File: config.mk
export PLATFORM = sky130hd
export DESIGN_NAME = neuromodulator_level_update_flat
export DESIGN_NICKNAME = d
export VERILOG_FILES = /design/src/rtl/nlu_pkg.sv /design/src/rtl/nlu_stream_if.sv /design/src/rtl/neuromodulator_level_update.sv /design/src/rtl/nlu_mul_unit.sv /design/src/flat_wrapper.sv
export SDC_FILE = /design/constraint.sdc
export NUM_CORES = 2
export LEC_CHECK = 0
export BUFFER_PORTS_ARGS = -buffer_cell sky130_fd_sc_hd__buf_4
export CAP_MARGIN = 20
export CORE_MARGIN = 4
export CORE_UTILIZATION = 45
export DETAILED_ROUTE_END_ITERATION = 12
export PLACE_DENSITY = 0.65
export SLEW_MARGIN = 30
export SYNTH_ARGS = -nofsm -noshare
export SYNTH_HDL_FRONTEND = slang
export SYNTH_SLANG_ARGS = --single-unit
File: constraint.sdc
create_clock -name clk -period 21.1 [get_ports clk]
set_input_delay 4.22 -clock clk [delete_from_list [all_inputs] [get_ports clk]]
set_output_delay 4.22 -clock clk [all_outputs]
set_load 0.005 [all_outputs]
File: src/rtl/nlu_pkg.sv
`timescale 1ns / 1ps

package nlu_pkg;

    // Shared multiplier geometry: signed A x signed B, product rounded by 2^16.
    localparam int MUL_A_W = 34;
    localparam int MUL_B_W = 29;
    localparam int MUL_P_W = MUL_A_W + MUL_B_W;
    localparam int RND_W   = MUL_P_W - 16;
    localparam int SUM_W   = 48;

    // Q0.16 / Q16.16 gains
    localparam logic signed [MUL_B_W-1:0] K_P10  = 29'sd6554;
    localparam logic signed [MUL_B_W-1:0] K_P05  = 29'sd3277;
    localparam logic signed [MUL_B_W-1:0] K_P20  = 29'sd13107;
    localparam logic signed [MUL_B_W-1:0] K_P15  = 29'sd9830;
    localparam logic signed [MUL_B_W-1:0] K_P90  = 29'sd58982;
    localparam logic signed [MUL_B_W-1:0] K_P110 = 29'sd72090;
    localparam logic signed [RND_W-1:0]   K_ONE  = 47'sd65536;

    localparam logic [30:0] STEP_TIME_RESET = 31'd65536;

    // Configuration register indexes
    localparam logic [2:0] CFG_STEP_TIME  = 3'd0;
    localparam logic [2:0] CFG_DECAY      = 3'd1;
    localparam logic [2:0] CFG_BASE_DA    = 3'd2;
    localparam logic [2:0] CFG_BASE_5HT   = 3'd3;
    localparam logic [2:0] CFG_BASE_NE    = 3'd4;
    localparam logic [2:0] CFG_BASE_ACH   = 3'd5;

    localparam logic REQ_STEP   = 1'b0;
    localparam logic REQ_REWARD = 1'b1;

    // Level slots
    localparam logic [1:0] LVL_DA  = 2'd0;
    localparam logic [1:0] LVL_5HT = 2'd1;
    localparam logic [1:0] LVL_NE  = 2'd2;
    localparam logic [1:0] LVL_ACH = 2'd3;

    typedef struct packed {
        logic               req_type;
        logic [30:0]        time_since_spike;
        logic               inhibitory;
        logic signed [31:0] adaptation_in;
        logic signed [31:0] reward_value;
    } nlu_req_t;

    typedef struct packed {
        logic signed [31:0] adaptation_out;
        logic signed [31:0] dopamine_level;
        logic signed [31:0] serotonin_level;
        logic signed [31:0] noradrenaline_level;
        logic signed [31:0] acetylcholine_level;
    } nlu_rsp_t;

    typedef struct packed {
        logic [2:0]  index;
        logic [63:0] value;
    } nlu_cfg_t;

    typedef enum logic [1:0] {
        ST_IDLE,
        ST_PREP,
        ST_RUN,
        ST_DONE
    } nlu_state_t;

    typedef enum logic [2:0] {
        OP_NONE,
        OP_DECAY,
        OP_DA_GAIN,
        OP_ADAPT_K,
        OP_RPE,
        OP_RPE_ABS,
        OP_ADAPT_RWD
    } nlu_op_t;

    typedef enum logic [2:0] {
        WB_NONE,
        WB_DECAY,
        WB_K,
        WB_ADAPT_STEP,
        WB_RPE,
        WB_NE,
        WB_ADAPT_RWD
    } nlu_wb_t;

    typedef struct packed {
        nlu_op_t    op;
        logic [1:0] op_lvl;
        nlu_wb_t    wb;
        logic [1:0] wb_lvl;
        logic       last;
    } nlu_ctrl_t;

    function automatic logic signed [31:0] sat32(input logic signed [SUM_W-1:0] v);
        logic signed [31:0] r;
        if (v > SUM_W'(64'sh7FFF_FFFF))
            r = 32'sh7FFF_FFFF;
        else if (v < -SUM_W'(64'sh8000_0000))
            r = 32'sh8000_0000;
        else
            r = v[31:0];
        return r;
    endfunction

endpackage

File: src/rtl/nlu_stream_if.sv
`timescale 1ns / 1ps

interface nlu_stream_if #(parameter type T = logic) ();
    logic valid;
    logic ready;
    T     data;

    modport source (output valid, output data, input ready);
    modport sink   (input valid, input data, output ready);
endinterface

File: src/rtl/neuromodulator_level_update.sv
`timescale 1ns / 1ps

// Neuromodulator level update.
// req carries one beat per neuron item: a time step (spike test, spike
// increments, decay of all four levels toward baseline, adaptation scaled by
// dopamine) or a reward event (prediction-error update, adaptation x0.9/1.1).
// rsp returns one beat per item: adaptation_out and the four levels after it.
// cfg writes the six registers by index; it is always ready, writes to
// indexes above five are dropped. Write it only while the block is idle.
// All products go through one shared registered 34x29 multiplier, stepped
// by a small sequencer; req is ready only in idle.
// Time step: prep, 8 multiply and write-back steps and an output load,
// then idle again. Reward: prep, its multiply and write-back steps, output load.
// A new item is taken only after the last one has passed its output load.
// The finished result sits in an output register; if rsp stalls the next
// item still runs and waits only at its output load.
// Reset clears levels to zero, step_time to 1.0 ms, factors and baselines
// to zero, and empties the output register.
module neuromodulator_level_update (
    input  logic         clk,
    input  logic         rst_n,
    nlu_stream_if.sink   req,
    nlu_stream_if.source rsp,
    nlu_stream_if.sink   cfg
);
    import nlu_pkg::*;

    nlu_state_t state_reg, state_next;
    logic [2:0] step_reg, step_next;

    logic [30:0]        step_time_reg;
    logic [63:0]        decay_reg;
    logic signed [31:0] base_reg [4];
    logic signed [31:0] lvl_reg  [4];
    logic signed [31:0] lvl_next [4];

    nlu_req_t           item_reg;
    logic signed [33:0] e_reg, e_next;
    logic signed [28:0] k_reg;
    logic signed [31:0] adapt_reg;
    nlu_rsp_t           out_reg;
    logic               out_valid_reg, out_valid_next;

    nlu_ctrl_t          ctrl;
    logic               accept;
    logic               out_load;
    logic               spike;

    logic signed [MUL_A_W-1:0] mul_a;
    logic signed [MUL_B_W-1:0] mul_b;
    logic signed [RND_W-1:0]   rnd;
    logic signed [SUM_W-1:0]   rnd_ext;
    logic signed [RND_W-1:0]   k_wide;

    assign accept   = req.valid && req.ready;
    assign req.ready = (state_reg == ST_IDLE);
    assign cfg.ready = 1'b1;
    assign rsp.valid = out_valid_reg;
    assign rsp.data  = out_reg;
    assign out_load  = (state_reg == ST_DONE) && (!out_valid_reg || rsp.ready);

    assign spike   = item_reg.time_since_spike < step_time_reg;
    assign rnd_ext = SUM_W'(rnd);
    assign k_wide  = K_ONE - rnd;

    // next state
    always_comb
    begin
        state_next = state_reg;
        step_next  = step_reg;
        unique case (state_reg)
            ST_IDLE:
            begin
                if (req.valid)
                    state_next = ST_PREP;
            end
            ST_PREP:
            begin
                state_next = ST_RUN;
                step_next  = 3'd0;
            end
            ST_RUN:
            begin
                step_next = step_reg + 3'd1;
                if (ctrl.last)
                    state_next = ST_DONE;
            end
            ST_DONE:
            begin
                if (!out_valid_reg || rsp.ready)
                    state_next = ST_IDLE;
            end
            default:
            begin
                state_next = ST_IDLE;
            end
        endcase
    end

    // sequencer outputs: operation issued this cycle, write-back of last one
    always_comb
    begin
        ctrl.op     = OP_NONE;
        ctrl.op_lvl = 2'd0;
        ctrl.wb     = WB_NONE;
        ctrl.wb_lvl = 2'd0;
        ctrl.last   = 1'b0;
        if (state_reg == ST_RUN)
        begin
            if (item_reg.req_type == REQ_STEP)
            begin
                unique case (step_reg)
                    3'd0, 3'd1, 3'd2, 3'd3:
                    begin
                        ctrl.op     = OP_DECAY;
                        ctrl.op_lvl = step_reg[1:0];
                        if (step_reg != 3'd0)
                        begin
                            ctrl.wb     = WB_DECAY;
                            ctrl.wb_lvl = step_reg[1:0] - 2'd1;
                        end
                    end
                    3'd4:
                    begin
                        ctrl.op     = OP_DA_GAIN;
                        ctrl.wb     = WB_DECAY;
                        ctrl.wb_lvl = LVL_ACH;
                    end
                    3'd5:
                    begin
                        ctrl.wb = WB_K;
                    end
                    3'd6:
                    begin
                        ctrl.op = OP_ADAPT_K;
                    end
                    3'd7:
                    begin
                        ctrl.wb   = WB_ADAPT_STEP;
                        ctrl.last = 1'b1;
                    end
                    default:
                    begin
                        ctrl.last = 1'b1;
                    end
                endcase
            end
            else
            begin
                unique case (step_reg)
                    3'd0:
                    begin
                        ctrl.op = OP_RPE;
                    end
                    3'd1:
                    begin
                        ctrl.op = OP_RPE_ABS;
                        ctrl.wb = WB_RPE;
                    end
                    3'd2:
                    begin
                        ctrl.op = OP_ADAPT_RWD;
                        ctrl.wb = WB_NE;
                    end
                    default:
                    begin
                        ctrl.wb   = WB_ADAPT_RWD;
                        ctrl.last = 1'b1;
                    end
                endcase
            end
        end
    end

    // shared multiplier operand select
    always_comb
    begin
        mul_a = '0;
        mul_b = '0;
        case (ctrl.op)
            OP_DECAY:
            begin
                mul_a = MUL_A_W'(lvl_reg[ctrl.op_lvl]) - MUL_A_W'(base_reg[ctrl.op_lvl]);
                mul_b = MUL_B_W'(decay_reg[{ctrl.op_lvl, 4'b0000} +: 16]);
            end
            OP_DA_GAIN:
            begin
                mul_a = MUL_A_W'(lvl_reg[LVL_DA]);
                mul_b = K_P10;
            end
            OP_ADAPT_K:
            begin
                mul_a = MUL_A_W'(item_reg.adaptation_in);
                mul_b = k_reg;
            end
            OP_RPE:
            begin
                mul_a = e_reg;
                mul_b = K_P10;
            end
            OP_RPE_ABS:
            begin
                mul_a = e_reg[33] ? -e_reg : e_reg;
                mul_b = K_P20;
            end
            OP_ADAPT_RWD:
            begin
                mul_a = MUL_A_W'(item_reg.adaptation_in);
                mul_b = (e_reg > 34'sd0) ? K_P90 : K_P110;
            end
            default:
            begin
                mul_a = '0;
                mul_b = '0;
            end
        endcase
    end

    nlu_mul_unit u_mul (
        .clk (clk),
        .a   (mul_a),
        .b   (mul_b),
        .rnd (rnd)
    );

    // level updates: spike increments and prediction error in prep, write-backs in run
    always_comb
    begin
        lvl_next = lvl_reg;
        e_next   = e_reg;
        if (state_reg == ST_PREP)
        begin
            if (item_reg.req_type == REQ_STEP)
            begin
                if (spike)
                begin
                    lvl_next[LVL_DA] = sat32(SUM_W'(lvl_reg[LVL_DA]) + SUM_W'(K_P10));
                    lvl_next[LVL_NE] = sat32(SUM_W'(lvl_reg[LVL_NE]) + SUM_W'(K_P20));
                    if (item_reg.inhibitory)
                        lvl_next[LVL_5HT] = sat32(SUM_W'(lvl_reg[LVL_5HT]) + SUM_W'(K_P05));
                    else
                        lvl_next[LVL_ACH] = sat32(SUM_W'(lvl_reg[LVL_ACH]) + SUM_W'(K_P15));
                end
            end
            else
            begin
                e_next = 34'(item_reg.reward_value) - 34'(lvl_reg[LVL_DA]);
            end
        end
        case (ctrl.wb)
            WB_DECAY:
            begin
                lvl_next[ctrl.wb_lvl] = sat32(SUM_W'(base_reg[ctrl.wb_lvl]) + rnd_ext);
            end
            WB_RPE:
            begin
                lvl_next[LVL_DA]  = sat32(SUM_W'(lvl_reg[LVL_DA]) + rnd_ext);
                lvl_next[LVL_5HT] = sat32(SUM_W'(lvl_reg[LVL_5HT]) + rnd_ext);
            end
            WB_NE:
            begin
                lvl_next[LVL_NE] = sat32(SUM_W'(lvl_reg[LVL_NE]) + rnd_ext);
            end
            default:
            begin
            end
        endcase
    end

    always_ff @(posedge clk or negedge rst_n)
    begin
        if (!rst_n)
        begin
            state_reg     <= ST_IDLE;
            step_reg      <= 3'd0;
            out_valid_reg <= 1'b0;
            step_time_reg <= STEP_TIME_RESET;
            decay_reg     <= '0;
            for (int i = 0; i < 4; i++)
            begin
                base_reg[i] <= '0;
                lvl_reg[i]  <= '0;
            end
        end
        else
        begin
            state_reg     <= state_next;
            step_reg      <= step_next;
            out_valid_reg <= out_valid_next;
            lvl_reg       <= lvl_next;
            if (cfg.valid)
            begin
                unique case (cfg.data.index)
                    CFG_STEP_TIME: step_time_reg <= cfg.data.value[30:0];
                    CFG_DECAY:     decay_reg     <= cfg.data.value;
                    CFG_BASE_DA:   base_reg[LVL_DA]  <= cfg.data.value[31:0];
                    CFG_BASE_5HT:  base_reg[LVL_5HT] <= cfg.data.value[31:0];
                    CFG_BASE_NE:   base_reg[LVL_NE]  <= cfg.data.value[31:0];
                    CFG_BASE_ACH:  base_reg[LVL_ACH] <= cfg.data.value[31:0];
                    default:
                    begin
                    end
                endcase
            end
        end
    end

    always_comb
    begin
        out_valid_next = out_valid_reg;
        if (out_load)
            out_valid_next = 1'b1;
        else if (rsp.ready)
            out_valid_next = 1'b0;
    end

    // payload registers
    always_ff @(posedge clk)
    begin
        if (accept)
            item_reg <= req.data;
        e_reg <= e_next;
        case (ctrl.wb)
            WB_K:
            begin
                k_reg <= k_wide[28:0];
            end
            WB_ADAPT_STEP:
            begin
                // clamp at zero, saturate high
                if (rnd < RND_W'(0))
                    adapt_reg <= '0;
                else
                    adapt_reg <= sat32(rnd_ext);
            end
            WB_ADAPT_RWD:
            begin
                adapt_reg <= sat32(rnd_ext);
            end
            default:
            begin
            end
        endcase
        if (out_load)
        begin
            out_reg.adaptation_out      <= adapt_reg;
            out_reg.dopamine_level      <= lvl_reg[LVL_DA];
            out_reg.serotonin_level     <= lvl_reg[LVL_5HT];
            out_reg.noradrenaline_level <= lvl_reg[LVL_NE];
            out_reg.acetylcholine_level <= lvl_reg[LVL_ACH];
        end
    end

endmodule

File: src/rtl/nlu_mul_unit.sv
`timescale 1ns / 1ps

module nlu_mul_unit (
    input  logic                                 clk,
    input  logic signed [nlu_pkg::MUL_A_W-1:0]   a,
    input  logic signed [nlu_pkg::MUL_B_W-1:0]   b,
    output logic signed [nlu_pkg::RND_W-1:0]     rnd
);
    import nlu_pkg::*;

    logic signed [MUL_P_W-1:0] prod_reg;
    logic signed [MUL_P_W-1:0] prod_next;
    logic signed [MUL_P_W-1:0] biased;

    assign prod_next = MUL_P_W'(a) * MUL_P_W'(b);

    always_ff @(posedge clk)
    begin
        prod_reg <= prod_next;
    end

    // round half up: floor((p + 2^15) / 2^16)
    assign biased = prod_reg + MUL_P_W'(32768);
    assign rnd    = biased[MUL_P_W-1:16];

endmodule

File: src/flat_wrapper.sv
// flat-port wrapper written by rule: the top's interface ports become plain ports
module neuromodulator_level_update_flat import nlu_pkg::*;
  (clk, rst_n, req_valid, req_data, req_ready, rsp_valid, rsp_data, rsp_ready, cfg_valid, cfg_data, cfg_ready);
  nlu_stream_if #(.T(nlu_req_t)) req_i ();
  nlu_stream_if #(.T(nlu_rsp_t)) rsp_i ();
  nlu_stream_if #(.T(nlu_cfg_t)) cfg_i ();
  input  logic clk;
  input  logic rst_n;
  input wire logic [$bits(req_i.valid)-1:0] req_valid;
  input wire logic [$bits(req_i.data)-1:0] req_data;
  output wire logic [$bits(req_i.ready)-1:0] req_ready;
  output wire logic [$bits(rsp_i.valid)-1:0] rsp_valid;
  output wire logic [$bits(rsp_i.data)-1:0] rsp_data;
  input wire logic [$bits(rsp_i.ready)-1:0] rsp_ready;
  input wire logic [$bits(cfg_i.valid)-1:0] cfg_valid;
  input wire logic [$bits(cfg_i.data)-1:0] cfg_data;
  output wire logic [$bits(cfg_i.ready)-1:0] cfg_ready;
  assign req_i.valid = req_valid;
  assign req_i.data = req_data;
  assign req_ready = req_i.ready;
  assign rsp_valid = rsp_i.valid;
  assign rsp_data = rsp_i.data;
  assign rsp_i.ready = rsp_ready;
  assign cfg_i.valid = cfg_valid;
  assign cfg_i.data = cfg_data;
  assign cfg_ready = cfg_i.ready;
  neuromodulator_level_update u_core (.clk(clk), .rst_n(rst_n), .req(req_i), .rsp(rsp_i), .cfg(cfg_i));
endmodule
==> run summary <==
================================================================================
Result of the run                                                   finished clean
Clock skew after layout                                                0.0746 ns
Leakage power of the design                                              44.3 nW
RSZ-0062 raised after global routing                                       false
Maximum achievable frequency                                            63.9 MHz
Least-Margin Pin Slew                                                    1.16 ns
Clock-pin transition on the worst setup and hold timing paths            0.06 ns
Highest cell delay on the worst timing path                              1.04 ns
Mapped Cells                                                                9586
Dpl ws                                                                   5.70 ns
Placer's final routability congestion estimate                              1.08
Layout cells sized above 1                                                 10.8%
Yosys warning count                                                            0
Number of ports placed on the die boundary                                   332
DRC viols                                                                      0
Kind of path behind the tightest hold check                         flop to flop
Number of flops mapped to enable cells by yosys                              351
Main flop type after synthesis                                      sky130_fd_sc_hd__dfrtp_1
Worst rel slew slack                                                       21.7%
Total number of nets in the final design                                   11496
Layout Utilization                                                         50.1%
Clock root buffer                                                   sky130_fd_sc_hd__clkbuf_16
Total via count after detailed routing                                     76582
Period utilization                                                         74.2%
Total CTS buffers                                                             91
WHS Path Cells                                                                 0
Cell types with the largest area share after synthesis              sky130_fd_sc_hd__fa_1 24%, sky130_fd_sc_hd__edfxtp_1 12%, sky130_fd_sc_hd__dfrtp_1 10%, sky130_fd_sc_hd__ha_1 7.0%, sky130_fd_sc_hd__inv_1 6.1%
Number of vias per cell after detailed routing                              6.17
CP startpoint                                                       u_core.step_reg[0]$_DFFE_PN0P_
Library cell appearing most often on the critical path              sky130_fd_sc_hd__fa_1
Detailed router's first-iteration violation count                           9489
Number of clock sinks                                                        756
Standard-cell row count                                                      160
Mapped Nets                                                                11276
Hold Buf Count CTS                                                             0
Vias in the first global route                                             75691
Hold path startpoint                                                u_core.adapt_reg[1]$_DFFE_PP_
Fraction of post-synthesis cell area in the top cell type by area          24.3%
Pins Over Slew Limit                                                           0
Final setup viols                                                              0
Post-synthesis instance area                                           85900 um2
Most common cell after layout, fill and taps aside                  sky130_fd_sc_hd__inv_1
Port-buffer cells                                                            330
Hpwl dp                                                                   278 mm
FF-to-FF path depth                                                           52
Global-route wire length before repair                                    515 mm
Max Cap Viol                                                                   0
Share of async-settable or async-resettable flops after synthesis          47.2%
Remaining antenna violation count after routing                                0
Non-filler cells in the finished layout                                    12415
Horiz. Die Dim                                                            445 um
Shortest clock period the worst path allows after layout                15.65 ns
Critical path peak fanout                                                     80
Power per unit of standard cell area                                  126 nW/um2
Max FFs per register                                                         160
Starting density of the core                                               45.2%
Cells resized by post-CTS repair                                               0
All-layer global routing usage                                             35.6%
Post-synthesis cell type with the largest combined area             sky130_fd_sc_hd__fa_1
Worst setup SP type                                                         flop
Unique masters post-synth                                                    102
Peak VDD IR                                                              97.7 uV
Deepest clock path buffer count                                                3
Total overflow reported by the global router                                   0
CTS tree                                                                    done
Signal arrival time at the worst endpoint                               16.35 ns
Area of the die                                                       198000 um2
Per-cell routed wire length                                              28.6 um
Routed wire length                                                        355 mm
Required time at the endpoint of the critical path                      21.80 ns
Number of hold violations in the final report                                  0
Commonest cells after routing, fill and taps aside                  1405 x sky130_fd_sc_hd__inv_1, 1062 x sky130_fd_sc_hd__nand2_1, 1041 x sky130_fd_sc_hd__fa_1, 926 x sky130_fd_sc_hd__nor2_1, 547 x sky130_fd_sc_hd__buf_4
Post-CTS Setup Bufs                                                            0
Area Growth Syn to Fin                                                     10.8%
Count of fill cells added during filler insertion                          17675
FF+latch count, synth                                                        756
Initial antenna violation count                                               35
Average instance area after synthesis                                   8.96 um2
Largest net degree at the start of global routing                            177
Sequential fraction of the synthesis area                                  23.8%
Die height                                                                445 um
Worst Slack Setup Final                                                  5.45 ns
Detailed Routing Iterations Pass 1                                            10
Kind of critical path                                               flop to flop
CTS HTree Levels                                                               3
Setup Total Neg Slack                                                       0 ns
Area of the placeable core                                            190000 um2
Setup crit end kind                                                         flop
Clock insertion delay at the later pin of the skew report                0.79 ns
Crit path max-delay cell type                                       sky130_fd_sc_hd__fa_1
Post-Place Cells                                                           12222
RR Startpoint                                                       u_core.step_reg[0]$_DFFE_PN0P_
================================================================================
## path summary, 6_finish.rpt
path	end	slack, ns
min in group asynchronous	u_core.lvl_reg[81]$_DFF_PN0_	3.43
max in group asynchronous	u_core.base_reg[35]$_DFFE_PN0P_	15.92
worst min-delay path	u_core.rsp.data[129]$_DFFE_PP_	0.42
worst max register to register	u_core.u_mul.prod_reg[62]$_DFF_P_	5.45
worst min register to register	u_core.rsp.data[129]$_DFFE_PP_	0.42
worst max-delay path	u_core.u_mul.prod_reg[62]$_DFF_P_	5.45
## kinds of logic after synthesis
family / after synthesis / synth area share (%)
xor gates and xnor gates: 346 / 3.53
DFF: 756 / 23.8
and+or+nand+nor: 2942 / 15.3
adders and majority gates: 1521 / 31.3
AOI/OAI and AO/OA: 1953 / 14.8
buffers and inverters: 1834 / 8.07
other: 1 / 0.00437
muxes: 233 / 3.26
## cell type report
| cell class | count | area (um2) | area share (%) |
|---|---|---|---|
| Antenna cell | 21 | 52.6 | 0.0552 |
| Timing Repair Buffer | 555 | 4230 | 4.44 |
| Inverter | 1406 | 5280 | 5.54 |
| Tap cell | 2511 | 3140 | 3.30 |
| Clock buffer | 118 | 2480 | 2.61 |
| Multi-Input combinational cell | 6996 | 59000 | 61.9 |
| Sequential cell | 756 | 20400 | 21.5 |
| Clock inverter | 52 | 622 | 0.653 |
## metal layers
metal | vias to the layer above | wire length [um] | track usage [%] | share of wire [%]
li1 | 32547 | - | - | -
met1 | 38090 | 135000 | 46.4 | 38
met2 | 4860 | 144000 | 49.8 | 40
met3 | 1069 | 45200 | 11.6 | 13
met4 | 16 | 30900 | 25.0 | 8.7
met5 | - | 170 | 0.269 | 0.048
## worst max-delay path: cells and delay by family (launching register included)
kind	cells	cell delay, ns
and+or+nand+nor	5	0.62
xor gates and xnor gates	1	0.13
adders and majority gates	13	6.40
buffers and inverters	8	2.07
AOI/OAI and AO/OA	25	5.64
DFF	1	0.70
## cells in the mapped netlist, types with 56 or more instances
master and count:
sky130_fd_sc_hd__dfrtp_1 356, sky130_fd_sc_hd__and2_1 57, sky130_fd_sc_hd__o21bai_1 56, sky130_fd_sc_hd__a21oi_1 458
sky130_fd_sc_hd__o21a_1 58, sky130_fd_sc_hd__a31oi_1 88, sky130_fd_sc_hd__fa_1 1041, sky130_fd_sc_hd__nand2b_1 87
sky130_fd_sc_hd__ha_1 480, sky130_fd_sc_hd__clkbuf_1 377, sky130_fd_sc_hd__nand2_1 1063, sky130_fd_sc_hd__edfxtp_1 351
sky130_fd_sc_hd__nor2_1 932, sky130_fd_sc_hd__inv_1 1406, sky130_fd_sc_hd__a211oi_1 86, sky130_fd_sc_hd__a21o_1 232
sky130_fd_sc_hd__o21ai_0 456, sky130_fd_sc_hd__o211ai_1 72, sky130_fd_sc_hd__and3_1 83, sky130_fd_sc_hd__nand4_1 84
sky130_fd_sc_hd__nor3_1 164, sky130_fd_sc_hd__nand3_1 206, sky130_fd_sc_hd__xor2_1 127, sky130_fd_sc_hd__xnor2_1 219
sky130_fd_sc_hd__mux2_2 197
## power breakdown
group	leakage (nW)	total, mW	switching, mW	internal (mW)
sequential	8.02	2.69	0.636	2.05
clock	1.50	1.66	0.734	0.921
combinational	34.8	7.67	5.18	2.48
total	44.3	12.0	6.55	5.46
## through the flow
stage	cell area [um2]	power, mW	hold slack (ns)
2_1_floorplan	85900	6.99	0.400
3_3_place_gp	91900	9.90	0.408
3_5_place_dp	92000	10.0	0.407
4_1_cts	95100	11.7	0.419
5_1_grt	95200	12.6	0.422
6_report	95200	12.0	0.421
No activity file was read; power rests on OpenSTA's default activity.
